File: src/rtl/core/tpm_pkg.sv
// Shared types, constants and command codes for the truncated polynomial MAC.
package tpm_pkg;

	localparam int DEG_W         = 6;
	localparam int COEFF_W       = 32;
	localparam int ACC_W         = 48;
	localparam int SUM_W         = 50;
	localparam int PROD_W        = 64;
	localparam int RED_W         = 44;
	localparam int CMD_W         = 2;
	localparam int MAX_TERMS_DEF = 64;
	localparam int QUEUE_DEPTH   = 4;

	localparam logic [DEG_W-1:0] MAX_DEGREE_RST = 6'd63;

	localparam logic [CMD_W-1:0] CMD_LOAD = 2'd0;
	localparam logic [CMD_W-1:0] CMD_MAC  = 2'd1;
	localparam logic [CMD_W-1:0] CMD_EMIT = 2'd2;

	typedef enum logic [1:0] {
		OP_LOAD,
		OP_MAC,
		OP_EMIT
	} op_t;

	typedef struct packed {
		op_t                       op;
		logic [DEG_W-1:0]          idx;
		logic signed [COEFF_W-1:0] lcoef;
		logic signed [COEFF_W-1:0] rcoef;
	} q_item_t;

	typedef enum logic [2:0] {
		ST_IDLE,
		ST_MAC,
		ST_MAC_DRAIN,
		ST_EMIT,
		ST_EMIT_DRAIN
	} back_state_t;

endpackage

File: src/rtl/core/tpm_front.sv
// Front end: accepts input transactions, decodes and filters them, queues them for the back end.
module tpm_front import tpm_pkg::*; #(
	parameter int MAX_TERMS = MAX_TERMS_DEF
) (
	input  logic                      clk,
	input  logic                      arst_n,
	input  logic                      in_valid,
	output logic                      in_stall,
	input  logic [CMD_W-1:0]          command,
	input  logic [DEG_W-1:0]          coeff_index,
	input  logic signed [COEFF_W-1:0] left_coeff,
	input  logic signed [COEFF_W-1:0] right_coeff,
	output logic                      q_vld,
	output q_item_t                   q_item,
	input  logic                      q_pop
);

	localparam int QP_W = $clog2(QUEUE_DEPTH);
	localparam logic [QP_W:0]  Q_FULL   = (QP_W+1)'(QUEUE_DEPTH);
	localparam logic [DEG_W:0] TERM_CNT = (DEG_W+1)'(MAX_TERMS);

	q_item_t          q_mem [QUEUE_DEPTH];
	logic [QP_W-1:0]  wr_ptr_q;
	logic [QP_W-1:0]  rd_ptr_q;
	logic [QP_W:0]    cnt_q;
	logic             keep;
	op_t              op;
	logic             push;

	always_comb begin
		keep = 1'b0;
		op   = OP_LOAD;
		case (command)
			CMD_LOAD: begin
				keep = ({1'b0, coeff_index} < TERM_CNT);
				op   = OP_LOAD;
			end
			CMD_MAC: begin
				keep = 1'b1;
				op   = OP_MAC;
			end
			CMD_EMIT: begin
				keep = 1'b1;
				op   = OP_EMIT;
			end
			default: begin
				keep = 1'b0;
				op   = OP_LOAD;
			end
		endcase
	end

	assign in_stall = (cnt_q == Q_FULL);
	assign push     = in_valid && !in_stall && keep;
	assign q_vld    = (cnt_q != '0);
	assign q_item   = q_mem[rd_ptr_q];

	always_ff @(posedge clk) begin
		if (push) begin
			q_mem[wr_ptr_q] <= '{op: op, idx: coeff_index, lcoef: left_coeff,
				rcoef: right_coeff};
		end
	end

	always_ff @(posedge clk or negedge arst_n) begin
		if (!arst_n) begin
			wr_ptr_q <= '0;
			rd_ptr_q <= '0;
			cnt_q    <= '0;
		end else begin
			if (push) begin
				wr_ptr_q <= wr_ptr_q + 1'b1;
			end
			if (q_pop) begin
				rd_ptr_q <= rd_ptr_q + 1'b1;
			end
			if (push && !q_pop) begin
				cnt_q <= cnt_q + 1'b1;
			end else if (!push && q_pop) begin
				cnt_q <= cnt_q - 1'b1;
			end
		end
	end

endmodule

File: config.mk
export PLATFORM = sky130hd
export DESIGN_NAME = tpm_front
export DESIGN_NICKNAME = d
export VERILOG_FILES = /design/src/rtl/core/tpm_pkg.sv /design/src/rtl/core/tpm_front.sv
export SDC_FILE = /design/constraint.sdc
export NUM_CORES = 1
export LEC_CHECK = 0
export BUFFER_PORTS_ARGS = -buffer_cell sky130_fd_sc_hd__buf_2
export CORE_AREA = 2 2 163 125
export CTS_CLUSTER_SIZE = 30
export DETAILED_ROUTE_END_ITERATION = 7
export DIE_AREA = 0 0 165 127
export GPL_TIMING_DRIVEN = 0
export HOLD_SLACK_MARGIN = 0.06
export PLACE_DENSITY = 0.78
export SLEW_MARGIN = 20
export SYNTH_ARGS = -nofsm -noshare
export SYNTH_HDL_FRONTEND = slang
export SYNTH_SLANG_ARGS = --single-unit
File: constraint.sdc
create_clock -name clk -period 3.9 [get_ports clk]
set_clock_uncertainty 0.15 [all_clocks]
set_input_delay 0 -clock clk [delete_from_list [all_inputs] [get_ports clk]]
set_output_delay 0 -clock clk [all_outputs]
set_load 0.02 [all_outputs]
# Word-level counts from Yosys, hierarchy flattened
# Memory sizes are Yosys's and may differ from the RTL's.
# Index checks and enable logic that the tools add are counted.
# classes
eq_ne,3
n_reduce_logical,11
muxes,6
n_addsub,4
# ops
op,n
2-to-1 mux 3 bit,2
adder 2 x 1 -> 2 bit (second input constant),2
logical AND 1 bit,4
case mux 2 bit (2 select lines),1
adder 3 x 1 -> 3 bit (second input constant),1
== test 3 bit (second input constant),1
zero test 1 bit,3
2-to-1 mux 1 bit,3
nonzero test 3 bit,1
OR reduction 3 bit,1
subtractor 3 x 1 -> 3 bit (second input constant),1
== test 2 x 1 -> 1 bit (second input constant),1
== test 2 bit (second input constant),1
zero test 2 bit,1
nonzero test 2 bit,1
# totals
elab_cells,28
register_bits,7
inputBits,76
memories,1
output_inout_bits,74
mem_bits_rw,288
# memory_table
name,words,width,read_ports,rd_ports_with_merged_regs,wr,line_no,rtl
q_mem,4,72,1,0,1,tpm_front.sv:22,q_item_t q_mem [QUEUE_DEPTH];

# Depth between registers and ports, before layout
# Gate-level depths: netlist (run 1).
# logic_depth
word_depth,8
ltp_mapped,8
ltp_nobuf,8

# Worst setup path before layout (run 1)
# OpenSTA, ideal clock, no wires.
# synth_timing
path_type,register to register
from,register cnt_q[2]
to,memory q_mem[0][0] (netlist name) (enable)
synth_period_minus_slack_ps,3252
path_stages_with_launch,4
t_arrival_ps,2664
slack_ps,648
setup_time_ps,438
cell_sequence,dfrtp_1 > nor3b_2 > a211oi_4 > and2_1
# synth_between
elab_chain_len,6
# synth_rtl
element,line_no,rtl
start: declaration,tpm_front.sv:25,logic [QP_W:0] cnt_q;
start signal: assignment,tpm_front.sv:78,cnt_q <= cnt_q + 1'b1;
start signal: assignment,tpm_front.sv:80,cnt_q <= cnt_q - 1'b1;
== test 3 bit,tpm_front.sv:53,assign in_stall = (cnt_q == Q_FULL);
net in_stall,tpm_front.sv:8,"output logic in_stall,"
zero test 1 bit,tpm_front.sv:54,assign push = in_valid && !in_stall && keep;
logical AND 1 bit (2 in series),tpm_front.sv:54,
net push,tpm_front.sv:28,logic push;
2-to-1 mux 1 bit,tpm_front.sv:59,if (push) begin
2-to-1 mux 1 bit (implied by the code),tpm_front.sv:60,"q_mem[wr_ptr_q] <= '{op: op, idx: coeff_index, lcoef: left_coeff,"
end: declaration,tpm_front.sv:22,
# The timed path passes the listed nets, and every way through them passes these cells.

# Worst setup path in the final report (run 1)
# layout_timing
from,register cnt_q[2]
to,memory q_mem[2][39] (netlist name) (enable)
# layout_between
elab_chain_len,6
# layout_rtl
element,line_no
== test 3 bit,tpm_front.sv:53
zero test 1 bit,tpm_front.sv:54
logical AND 1 bit (2 in series),tpm_front.sv:54
net push,tpm_front.sv:28
2-to-1 mux 1 bit,tpm_front.sv:59
2-to-1 mux 1 bit (implied by the code),tpm_front.sv:60
# The timed path passes the listed nets, and every way through them passes these cells.

==> results of run 1 <==
-- critical path, stage by stage, from the launching register on --
cell and delay, ns:
sky130_fd_sc_hd__dfrtp_1 0.40, sky130_fd_sc_hd__nor3b_2 0.19, sky130_fd_sc_hd__a211oi_4 0.40, sky130_fd_sc_hd__and2_4 0.54, sky130_fd_sc_hd__buf_16 0.31
-- flip-flops by register name, indices dropped and copies added, names as in the netlist --
register / count
q_mem: 288
rd_ptr_q: 2
wr_ptr_q: 2
cnt_q: 3
-- stage by stage --
step / hold WS, ns / TNS, ns / setup WS (ns) / area [um2] / util [%]
floorplan: -0.446 / 0 / 0.648 / 10800 / -
global placement: -0.311 / -135.98 / -0.484 / 11900 / 61.9
detailed placement: -0.305 / 0 / 1.52 / 12000 / 62.5
CTS: 0.0602 / 0 / 1.51 / 13900 / 72.2
global route: 0.0733 / 0 / 1.37 / 13900 / 72.2
finish: 0.0846 / 0 / 1.53 / 13900 / 72.2
-- logic make-up after synthesis --
kind of cell | after synthesis | synth area share, %
AO/OA/AOI/OAI | 1 | 0.185
XOR/XNOR | 6 | 0.485
adder cells (fa/ha/maj) | 6 | 0.762
buffers and inverters | 21 | 1.34
flip-flops | 295 | 81.4
multiplexers | 74 | 15.2
AND/OR/NAND/NOR | 10 | 0.589
-- final cells by class --
cell class / instances / area (um2) / share of cell area (%)
Buffer: 16 / 126 / 0.911
Clock buffer: 31 / 733 / 5.29
Clock inverter: 19 / 270 / 1.95
Inverter: 5 / 18.8 / 0.135
Multi-Input combinational cell: 97 / 1880 / 13.5
Sequential cell: 295 / 8820 / 63.6
Tap cell: 253 / 317 / 2.28
Timing Repair Buffer: 238 / 1710 / 12.3
-- per-layer routing --
| layer | up-vias | wire length [um] |
|---|---|---|
| li1 | 2315 | - |
| met1 | 2682 | 8240 |
| met2 | 194 | 10100 |
| met3 | 33 | 1260 |
| met4 | 0 | 308 |
| met5 | - | 0 |
-- synthesized netlist by cell type --
| master | n |
|---|---|
| sky130_fd_sc_hd__mux2_4 | 1 |
| sky130_fd_sc_hd__nand2_1 | 1 |
| sky130_fd_sc_hd__ha_1 | 5 |
| sky130_fd_sc_hd__edfxtp_1 | 288 |
| sky130_fd_sc_hd__inv_1 | 5 |
| sky130_fd_sc_hd__xor2_1 | 3 |
| sky130_fd_sc_hd__fa_1 | 1 |
| sky130_fd_sc_hd__nor3b_2 | 1 |
| sky130_fd_sc_hd__buf_2 | 8 |
| sky130_fd_sc_hd__and2_1 | 4 |
| sky130_fd_sc_hd__xnor2_1 | 3 |
| sky130_fd_sc_hd__buf_4 | 1 |
| sky130_fd_sc_hd__nor2_1 | 1 |
| sky130_fd_sc_hd__buf_6 | 7 |
| sky130_fd_sc_hd__dfrtp_1 | 7 |
| sky130_fd_sc_hd__a211oi_4 | 1 |
| sky130_fd_sc_hd__nor2b_1 | 2 |
| sky130_fd_sc_hd__mux4_2 | 72 |
| sky130_fd_sc_hd__mux2_2 | 1 |
| sky130_fd_sc_hd__or3_1 | 1 |
-- final timing paths --
kind,to,slack (ns),depth (start not counted)
max in group asynchronous,wr_ptr_q[1],3.07,3
min reg2reg,cnt_q[2],0.35,1
max reg2reg,q_mem[2][39],1.53,4
min in group asynchronous,cnt_q[1],0.28,3
max,q_mem[2][39],1.53,4
min,q_mem[1][43],0.08,2
-- timing repair --
item                                   4_1_cts  5_1_grt
setup endpoints to repair                    0        0
endpoints found under the hold margin      302        0
hold buffers                                85        0
-- report_power, final --
part           internal, uW  switching (uW)  total, uW
logic                  1380            1810       3190
registers              4030             130       4160
clock network          1810            1090       2900
==> results.md, run 1 <==
* Level count of the clock H-tree at 1
* Post-synth cell types at 20
* Static Leakage at just under 0.005 uW
* Min Tclk post-route at approximately 2.4 ns
* Wire length per cell after detailed routing at between 20 and 25 um
* Post-synthesis net count at a little under 500
* Yosys warnings at 0
* Total of endpoints with negative setup slack in the final report at 0
* Post-layout total power at ~10000 uW
* Number of vias per cell at 5.48
* Layer carrying the most global-route usage: met2
* Commonest cells after routing, fill and taps aside: sky130_fd_sc_hd__edfxtp_1, sky130_fd_sc_hd__buf_2, sky130_fd_sc_hd__dlygate4sd3_1
* Number of top-level design ports at 150
* Detailed-routing iteration count for the pre-antenna-repair pass at 4
* Wire length of the first global-routing pass at between 30000 and 40000 um
* Fill count at approximately 1.1k
* Relative max-transition margin at approximately two thirds
* Post-CTS Resized at 0
* Total setup buffers inserted after CTS at 0
* Post-synthesis instance total at approximately 410
* Antenna Diode Count at 0
* Half-perimeter wire length of the detailed placement result at about 12000 um
* Largest net degree at the start of global routing at between 40 and 50
* Layout overhead on the synthesized area at 28.0%
* Mean area per synthesized cell at roughly 26 um2
* Clock sink count at 295
* Worst setup SP type: flop
* Final cycle utilization of the critical path at between 60% and 70%
* Starting utilization of the core area at a little under three fifths
* Final-report hold violation count at 0
* Data required, critical path at between 3 and 4 ns
* Overall routed net length at around 20000 um
* Min-Delay Path Class: in2reg
* Startpoint of the most critical setup path: cnt_q[2]
* Die width at between 150 and 200 um
* Full die area at around 21000 um2
* Core region area at approximately 19000 um2
* Startpoint of the worst-slack reg-to-reg timing path: cnt_q[2]
* Highest net fanout along the worst path at 43
* Number of nets in the layout at around 760
* Launch point of the worst hold path: left_coeff[11]
* Routed via count at 5224
* Clock latency of the later-clocked register in the worst-skew pair at ~0.52 ns
* Clock root buffer master: sky130_fd_sc_hd__clkbuf_16
* Routing usage on met2 at ~33%
* Fraction of layout instances using a drive strength above 1 at 41.4%
* Gp weighted congestion at approximately 0.72
* CTS tree: done
* Fraction of synthesized cell area taken by the top area cell type at about four fifths
* CP Capture Type: flop
* DRC violation count after routing at 0
* Reg clk slew, reported paths at 0.06 ns
* Number of global-route vias before repair at 5741
* Netlist area before placement at between 10000 and 15000 um2
* Number of DRC markers in iteration 0 at roughly 470
* Chip Height at approximately 130 um
* Global router's overall resource usage at 19.3%
* Cell type with the highest aggregate area in the netlist: sky130_fd_sc_hd__edfxtp_1
* Max_cap viols at 0
* Outcome: finished, final reports clean
* Most common cell after layout, fill and taps aside: sky130_fd_sc_hd__edfxtp_1
* Global-route track usage on met3 at roughly 4.0%
* Global-route track usage on met1 at between 20% and 30%
* Sequential cell area fraction in the yosys report at between 80% and 90%
* Number of antenna violations at the first check in global routing at 0
* Unrepaired setup endpoints after global routing: no
* Count of nets left with antenna violations after detail routing at 0
* Flops & latches, synth at 295
* Cell area power density at between 700 and 800 nW/um2
* Least-Margin Pin Slew at 0.510 ns
* Placed Cells incl. Taps at around 820
* Number of I/O port buffers at around 150
* Final Instance Count excl. Fillers at 954
* Setup CP Type: reg2reg
* Number of buffers on the longest clock path at 3
* Cell types with the largest area share after synthesis: sky130_fd_sc_hd__edfxtp_1, sky130_fd_sc_hd__mux4_2, sky130_fd_sc_hd__dfrtp_1
* Slew Viols, Final at 0
* Max Clk Rate at around 420 MHz
* Number of rows in the core area at 44
* Data arrival time at the worst-slack endpoint at 2.41 ns
* Total CTS buffers at 28
* Peak ir drop on the vdd network at approximately 420 uV
* Remaining Overflow, GRT at 0
No activity file was read; power rests on OpenSTA's default activity.
==> run 2, diff against run 1 <==
--- a/config.mk
+++ b/config.mk
@@ -6,13 +6,13 @@
 export NUM_CORES = 1
 export LEC_CHECK = 0
 export BUFFER_PORTS_ARGS = -buffer_cell sky130_fd_sc_hd__buf_2
-export CORE_AREA = 2 2 163 125
+export CORE_AREA = 2 2 172 132
 export CTS_CLUSTER_SIZE = 30
 export DETAILED_ROUTE_END_ITERATION = 7
-export DIE_AREA = 0 0 165 127
+export DIE_AREA = 0 0 174 134
 export GPL_TIMING_DRIVEN = 0
 export HOLD_SLACK_MARGIN = 0.06
-export PLACE_DENSITY = 0.78
+export PLACE_DENSITY = 0.74
 export SLEW_MARGIN = 20
 export SYNTH_ARGS = -nofsm -noshare
 export SYNTH_HDL_FRONTEND = slang
==> constraint.sdc (replaced) <==
create_clock -name clk -period 2 [get_ports clk]
set_clock_uncertainty 0.15 [all_clocks]
set_input_delay 0 -clock clk [delete_from_list [all_inputs] [get_ports clk]]
set_output_delay 0 -clock clk [all_outputs]
set_load 0.02 [all_outputs]
==> run 2 against run 1 <==
Against the previous run:
- the flow now finishes with violations (setup timing)
- final cell count grew 10%
- design area grew 4.7%
- worst setup slack lost 1.7 ns
- first-iteration DRC count grew 19%
- sequential power grew 95%
- via count grew 8.0%
- wire length grew 21%
- critical endpoint is now q_item[28]
- largest cell class unchanged
==> results.md, run 2 (same netlist as run 1, synthesis figures left out) <==
* Starting utilization of the core area at 50.1% (was 56.4%)
* Violated checks: setup timing
* DRC violation count after routing at 0 (unchanged)
* Core region area at 21600 um2 (was 19200 um2)
* Total CTS buffers at 29 (was 28)
* Min Tclk post-route at 2.13 ns
* Post-layout total power at 20900 uW (was 10300 uW)
* Global router's overall resource usage at 20.9% (was 19.3%)
* Number of rows in the core area at 47 (was 44)
* Most common cell after layout, fill and taps aside: sky130_fd_sc_hd__edfxtp_1 (unchanged)
* Number of DRC markers in iteration 0 at 558 (was 469)
* Clock root buffer master: sky130_fd_sc_hd__clkbuf_16 (unchanged)
* Number of I/O port buffers at 149 (unchanged)
* Data arrival time at the worst-slack endpoint at 1.98 ns (was 2.41 ns)
* CTS tree: done (unchanged)
* Peak ir drop on the vdd network at 1030 uV (was 420 uV)
* Number of vias per cell at 5.36 (was 5.48)
* Number of buffers on the longest clock path at 3 (unchanged)
* Largest register by flop count: q_mem (unchanged)
* Slack of the critical path at -0.135 ns (was 1.53 ns)
* Largest registers in the final layout: q_mem (288), cnt_q (3) (unchanged)
* Routed via count at 5643 (was 5224)
* Reg clk slew, reported paths at 0.06 ns (about the same)
* Max Clk Rate at 468 MHz
* Number of nets in the layout at 819 (was 763)
* Cell area power density at 1440 nW/um2 (was 739 nW/um2)
* Final-report hold violation count at 0 (unchanged)
* Remaining Overflow, GRT at 0 (unchanged)
* Unrepaired setup endpoints after global routing: yes (was no)
* Commonest cells after routing, fill and taps aside: sky130_fd_sc_hd__edfxtp_1, sky130_fd_sc_hd__buf_2, sky130_fd_sc_hd__dlygate4sd3_1 (unchanged)
* Count of nets left with antenna violations after detail routing at 0 (unchanged)
* Slew Viols, Final at 0 (unchanged)
* Gp weighted congestion at 0.705 (was 0.720)
* Clock sink count at 295 (unchanged)
* Fraction of layout instances using a drive strength above 1 at 41.8% (was 41.4%)
* Fraction of power spent switching nets at 30.4% (was 29.6%)
* CP Capture Type: output pin (was flop)
* Least-Margin Pin Slew at 0.368 ns (was 0.510 ns)
* Antenna Diode Count at 0 (unchanged)
* Relative contribution of the clock network to total power at 26.6% (was 28.3%)
* Worst setup SP type: flop (unchanged)
* Highest net fanout along the worst path at 10 (was 43)
* Static Leakage at 0.00513 uW (was 0.00486 uW)
* Total of endpoints with negative setup slack in the final report at 73 (was 0)
* Final cycle utilization of the critical path at 107%
* Setup CP Type: reg2out (was reg2reg)
* Number of antenna violations at the first check in global routing at 0 (unchanged)
* Chip Height at 134 um (was 127 um)
* Reg power frac at 38.8% (was 40.6%)
* Wire length of the first global-routing pass at 36000 um (was 30500 um)
* Min-Delay Path Class: in2reg (unchanged)
* Half-perimeter wire length of the detailed placement result at 11100 um (was 11700 um)
* Smallest hold slack at 0.0727 ns (was 0.0846 ns)
* Max_cap viols at 0 (unchanged)
* Layout overhead on the synthesized area at 34.1% (was 28.0%)
* Cell-internal power at 14600 uW (was 7220 uW)
* Power dissipated by switching net loads at 6370 uW (was 3030 uW)
* Number of global-route vias before repair at 6137 (was 5741)
* Full die area at 23300 um2 (was 21000 um2)
* Number of top-level design ports at 150 (unchanged)
* Level count of the clock H-tree at 1 (unchanged)
* Overall routed net length at 24100 um (was 19900 um)
* Clock latency of the later-clocked register in the worst-skew pair at 0.52 ns (about the same)
* Largest net degree at the start of global routing at 37 (was 46)
* Data required, critical path at 1.85 ns (was 3.95 ns)
* Relative max-transition margin at 75.5% (was 66.0%)
* Outcome: complete, but fails checks (was finished, final reports clean)
* Wire length per cell after detailed routing at 22.9 um (was 20.9 um)
* Combinational share of power at 34.6% (was 31.1%)
* Detailed-routing iteration count for the pre-antenna-repair pass at 4 (unchanged)
* Die width at 174 um (was 165 um)
* Number of flip-flops in the largest register at 288 (unchanged)
[run 2: cell types whose count changed in the layout (fill, tap and decap cells not counted), moves of 3 or more]
cell                            previous run  this run
sky130_fd_sc_hd__clkbuf_1                  2         5
sky130_fd_sc_hd__and2_4                    4        16
sky130_fd_sc_hd__buf_6                     7        13
sky130_fd_sc_hd__buf_12                    0         8
sky130_fd_sc_hd__dlygate4sd3_1            85       117
sky130_fd_sc_hd__buf_4                     1        22
sky130_fd_sc_hd__buf_2                   157       136
sky130_fd_sc_hd__buf_16                    4         0
[run 2: path summary, 6_finish.rpt]
check | from | end | slack, ns | cells past startpoint
worst min register to register | wr_ptr_q[1] | wr_ptr_q[1] | 0.44 | 1
worst max register to register | cnt_q[2] | cnt_q[2] | -0.04 | 8
worst max-delay path | rd_ptr_q[0] | q_item[28] | -0.13 | 4
worst min-delay path | right_coeff[20] | q_mem[0][20] | 0.07 | 2
min in group asynchronous | arst_n | cnt_q[2] | 0.29 | 3
max in group asynchronous | arst_n | cnt_q[0] | 1.14 | 3
[run 2: layout make-up]
class	count	area, um2
Fill cell	1412	7110
Sequential cell	295	8830
Timing Repair Buffer	281	2130
Inverter	5	18.8
Clock inverter	18	238
Clock buffer	34	744
Tap cell	294	368
Buffer	16	208
Multi-Input combinational cell	109	2000
[run 2: stage by stage]
stage	instances	utilization (%)	area, um2	setup slack, ns	TNS, ns
detailed placement	856	55.3	12000	-0.533	-147.53
global route	1052	67.1	14500	-0.219	-12.53
finish	1052	67.1	14500	-0.135	-6.31
global placement	856	55.3	12000	-0.441	-124.38
floorplan	413	-	10900	-0.0997	-17.82
CTS	1039	66.3	14400	-0.195	-14.20
[run 2: power by group through the flow]
| stage | logic [uW] | clock network, uW | registers, uW |
|---|---|---|---|
| floorplan | 4310 | 0 | 8160 |
| global placement | 6040 | 0 | 8200 |
| detailed placement | 6120 | 0 | 8280 |
| CTS | 6980 | 5670 | 8130 |
| global route | 7680 | 5930 | 8190 |
| finish | 7240 | 5570 | 8130 |
[run 2: layer usage]
metal  global-route usage [%]  vias up  routed length, um
li1                         -     2426                  -
met1                     28.1     2957               9960
met2                     35.5      227              11900
met3                     4.93       33               1760
met4                     4.53        0                436
met5                        0        -                  0
[run 2: worst max-delay path, stage by stage, from the launching register on]
cell and delay [ns]:
sky130_fd_sc_hd__dfrtp_1 0.39, sky130_fd_sc_hd__buf_12 0.18, sky130_fd_sc_hd__buf_12 0.16, sky130_fd_sc_hd__mux4_2 0.52, sky130_fd_sc_hd__buf_2 0.18
[run 2: what timing repair did]
| action | 4_1_cts | 5_1_grt |
|---|---|---|
| buffers inserted | 5 | 10 |
| endpoints found under the setup margin | 362 | 236 |
| gates resized for setup | 44 | 21 |
| endpoints found under the hold margin | 302 | 5 |
| gates cloned | 11 | 1 |
| pin swaps | 8 | 3 |
| hold buffers | 115 | 2 |
==> run 3, diff against run 2 <==
--- a/config.mk
+++ b/config.mk
@@ -6,10 +6,10 @@
 export NUM_CORES = 1
 export LEC_CHECK = 0
 export BUFFER_PORTS_ARGS = -buffer_cell sky130_fd_sc_hd__buf_2
-export CORE_AREA = 2 2 172 132
+export CORE_AREA = 2 2 157 144
 export CTS_CLUSTER_SIZE = 30
 export DETAILED_ROUTE_END_ITERATION = 7
-export DIE_AREA = 0 0 174 134
+export DIE_AREA = 0 0 159 146
 export GPL_TIMING_DRIVEN = 0
 export HOLD_SLACK_MARGIN = 0.06
 export PLACE_DENSITY = 0.74
==> constraint.sdc (replaced) <==
create_clock -name clk -period 2 [get_ports clk]
set_clock_uncertainty 0.15 [all_clocks]
set_input_delay 0 -clock clk [delete_from_list [all_inputs] [get_ports clk]]
set_output_delay 0 -clock clk [all_outputs]
set_load 0.01 [all_outputs]
==> run 3 against run 2 <==
Against the previous run:
- the flow still finishes with violations (setup timing)
- register-to-register slack lost 0.07 ns
- sequential share of layout area shrank 0.27 points
- power shrank 5.2%
- largest cell class unchanged
- design area grew 0.44%
- die area shrank 0.44%
- first-iteration DRC count shrank 43%
- via count shrank 3.1%
- highest routed layer unchanged
- worst setup slack lost 0.023 ns
==> results.md, run 3 (same netlist as run 1, synthesis figures left out) <==
* Outcome: complete, but fails checks (unchanged)
* Violated checks: setup timing (unchanged)
* Clock latency of the later-clocked register in the worst-skew pair at 0.54 ns (was 0.52 ns)
* Reg clk slew, reported paths at 0.06 ns (about the same)
* Full die area at 23200 um2 (was 23300 um2)
* Min Tclk post-route at 2.16 ns (was 2.13 ns)
* Fraction of layout instances using a drive strength above 1 at 41.4% (was 41.8%)
* Least-Margin Pin Slew at 0.622 ns (was 0.368 ns)
* Clock root buffer master: sky130_fd_sc_hd__clkbuf_16 (unchanged)
* Detailed-routing iteration count for the pre-antenna-repair pass at 5 (was 4)
* Number of vias per cell at 5.20 (was 5.36)
* Dpl cell area at 12000 um2 (about the same)
* Number of DRC markers in iteration 0 at 316 (was 558)
* Capture instance of the worst register-to-register path: q_mem[1][42] (was cnt_q[2])
* Unrepaired setup endpoints after global routing: yes (unchanged)
* Startpoint of the worst-slack reg-to-reg timing path: cnt_q[2] (unchanged)
* Chip Height at 146 um (was 134 um)
* Min-Delay Path Class: in2reg (unchanged)
* Number of buffers on the longest clock path at 3 (unchanged)
* Antenna Diode Count at 0 (unchanged)
* Number of nets in the layout at 822 (was 819)
* Total of endpoints with negative setup slack in the final report at 324 (was 73)
* Global router's overall resource usage at 18.7% (was 20.9%)
* Data arrival time at the worst-slack endpoint at 2.01 ns (was 1.98 ns)
* Slew Viols, Final at 0 (unchanged)
* Total CTS buffers at 30 (was 29)
* Remaining Overflow, GRT at 0 (unchanged)
* Number of rows in the core area at 51 (was 47)
* Max_cap viols at 0 (unchanged)
* Starting utilization of the core area at 50.5% (was 50.1%)
* Worst setup SP type: flop (unchanged)
* Commonest cells after routing, fill and taps aside: sky130_fd_sc_hd__edfxtp_1, sky130_fd_sc_hd__dlygate4sd3_1, sky130_fd_sc_hd__buf_2 (was sky130_fd_sc_hd__edfxtp_1, sky130_fd_sc_hd__buf_2, sky130_fd_sc_hd__dlygate4sd3_1)
* Max Clk Rate at 463 MHz (was 468 MHz)
* Die width at 159 um (was 174 um)
* Startpoint of the most critical setup path: rd_ptr_q[0] (unchanged)
* CP Capture Type: output pin (unchanged)
* Number of I/O port buffers at 149 (unchanged)
* Layout overhead on the synthesized area at 34.7% (was 34.1%)
* Clock sink count at 295 (unchanged)
* Number of global-route vias before repair at 5988 (was 6137)
* Static Leakage at 0.00514 uW (was 0.00513 uW)
* Setup CP Type: reg2out (unchanged)
* Largest registers in the final layout: q_mem (288), cnt_q (3) (unchanged)
* Post-placement worst setup slack at -0.514 ns (was -0.533 ns)
* Level count of the clock H-tree at 1 (unchanged)
* Final cycle utilization of the critical path at 108% (was 107%)
* Cell area power density at 1360 nW/um2 (was 1440 nW/um2)
* Data required, critical path at 1.85 ns (about the same)
* Core region area at 21400 um2 (was 21600 um2)
* Minimum setup slack among reg-to-reg paths at -0.11 ns (was -0.04 ns)
* Most common cell after layout, fill and taps aside: sky130_fd_sc_hd__edfxtp_1 (unchanged)
* Peak ir drop on the vdd network at 1240 uV (was 1030 uV)
* Series of cell instances along the critical path: buf_12 -> buf_8 -> mux4_2 -> buf_2 (was buf_12 -> buf_12 -> mux4_2 -> buf_2)
* Post-layout total power at 19800 uW (was 20900 uW)
* Largest net degree at the start of global routing at 37 (unchanged)
* CTS tree: done (unchanged)
* Overall routed net length at 22000 um (was 24100 um)
* DRC violation count after routing at 0 (unchanged)
* Final-report hold violation count at 0 (unchanged)
* Number of flip-flops in the largest register at 288 (unchanged)
* Max incr delay on CP at 0.53 ns (was 0.52 ns)
* Highest net fanout along the worst path at 10 (unchanged)
* Number of antenna violations at the first check in global routing at 0 (unchanged)
* Worst Setup EP: q_item[59] (was q_item[28])
* Number of top-level design ports at 150 (unchanged)
* Wire length per cell after detailed routing at 20.9 um (was 22.9 um)
* Worst R2R Path Depth at 4 (was 8)
* Wire length of the first global-routing pass at 33500 um (was 36000 um)
* Total non-filler cell area in the finished layout at 14600 um2 (was 14500 um2)
* Count of nets left with antenna violations after detail routing at 0 (unchanged)
* Largest register by flop count: q_mem (unchanged)
* Half-perimeter wire length of the detailed placement result at 10900 um (was 11100 um)
* Routed via count at 5469 (was 5643)
* Critical path's slowest cell: sky130_fd_sc_hd__mux4_2 (unchanged)
* Relative max-transition margin at 58.6% (was 75.5%)
* Slack of the critical path at -0.158 ns (was -0.135 ns)
* Gp weighted congestion at 0.678 (was 0.705)
[run 3: cell count changes in the layout (fill, tap and decap cells not counted), sizes merged]
cell / previous run / this run
dlygate4sd3: 117 / 126
clkinv: 10 / 18
and2: 16 / 10
bufinv: 6 / 1
buf: 180 / 179
clkbuf: 34 / 33
inv: 6 / 5
[run 3: how the worst min path moves through the flow]
stage	start	end	slack (ns)	depth (start not counted)
floorplan	arst_n	cnt_q[0]	-0.45	0
global placement	arst_n	cnt_q[2]	-0.31	1
detailed placement	arst_n	cnt_q[2]	-0.30	1
CTS	right_coeff[2]	q_mem[3][2]	0.06	2
global route	right_coeff[9]	q_mem[0][9]	0.06	2
finish	right_coeff[2]	q_mem[2][2]	0.06	2
[run 3: stage by stage]
| stage | instances | util [%] | TNS (ns) | hold WS [ns] |
|---|---|---|---|---|
| 6_report | 1052 | 68.1 | -26.13 | 0.0590 |
| 5_1_grt | 1052 | 68.1 | -52.41 | 0.0610 |
| 4_1_cts | 1046 | 67.0 | -26.57 | 0.0602 |
| 3_5_place_dp | 853 | 55.8 | -145.15 | -0.299 |
| 3_3_place_gp | 853 | 55.8 | -132.23 | -0.307 |
| 2_1_floorplan | 413 | - | -13.50 | -0.446 |
[run 3: final cells by class]
class | instances | area, um2
inverter | 5 | 18.8
tap | 291 | 364
fill | 1347 | 6850
clock buffer | 33 | 762
multi-input combinational | 103 | 1950
buffer | 15 | 190
sequential | 295 | 8830
clock inverter | 20 | 130
timing repair buffer | 290 | 2350
[run 3: what timing repair did]
item | 4_1_cts | 5_1_grt
hold buffers | 126 | 0
pin swaps | 9 | 5
buffers inserted | 8 | 6
resized for setup | 34 | 32
gates cloned | 6 | 1
endpoints found under the hold margin | 302 | 0
endpoints found under the setup margin | 361 | 343
[run 3: layer usage]
metal | vias up | share of wire [%] | GRT usage, %
met5 | - | 0 | 0
met4 | 0 | 2.1 | 4.36
met3 | 32 | 5.0 | 3.65
met2 | 173 | 52 | 33.3
met1 | 2827 | 41 | 24.2
li1 | 2437 | - | -
[run 3: critical path, delay by kind of cell, from the launching register on]
kind	cells	cell delay (ns)
buffers and inverters	3	0.51
DFF	1	0.41
muxes	1	0.53
[run 3: where the power goes]
part           internal, uW  leakage (uW)  switching, uW
Sequential             7880       0.00271            246
Combinational          3530       0.00199           3150
Clock                  2850      0.000444           2180
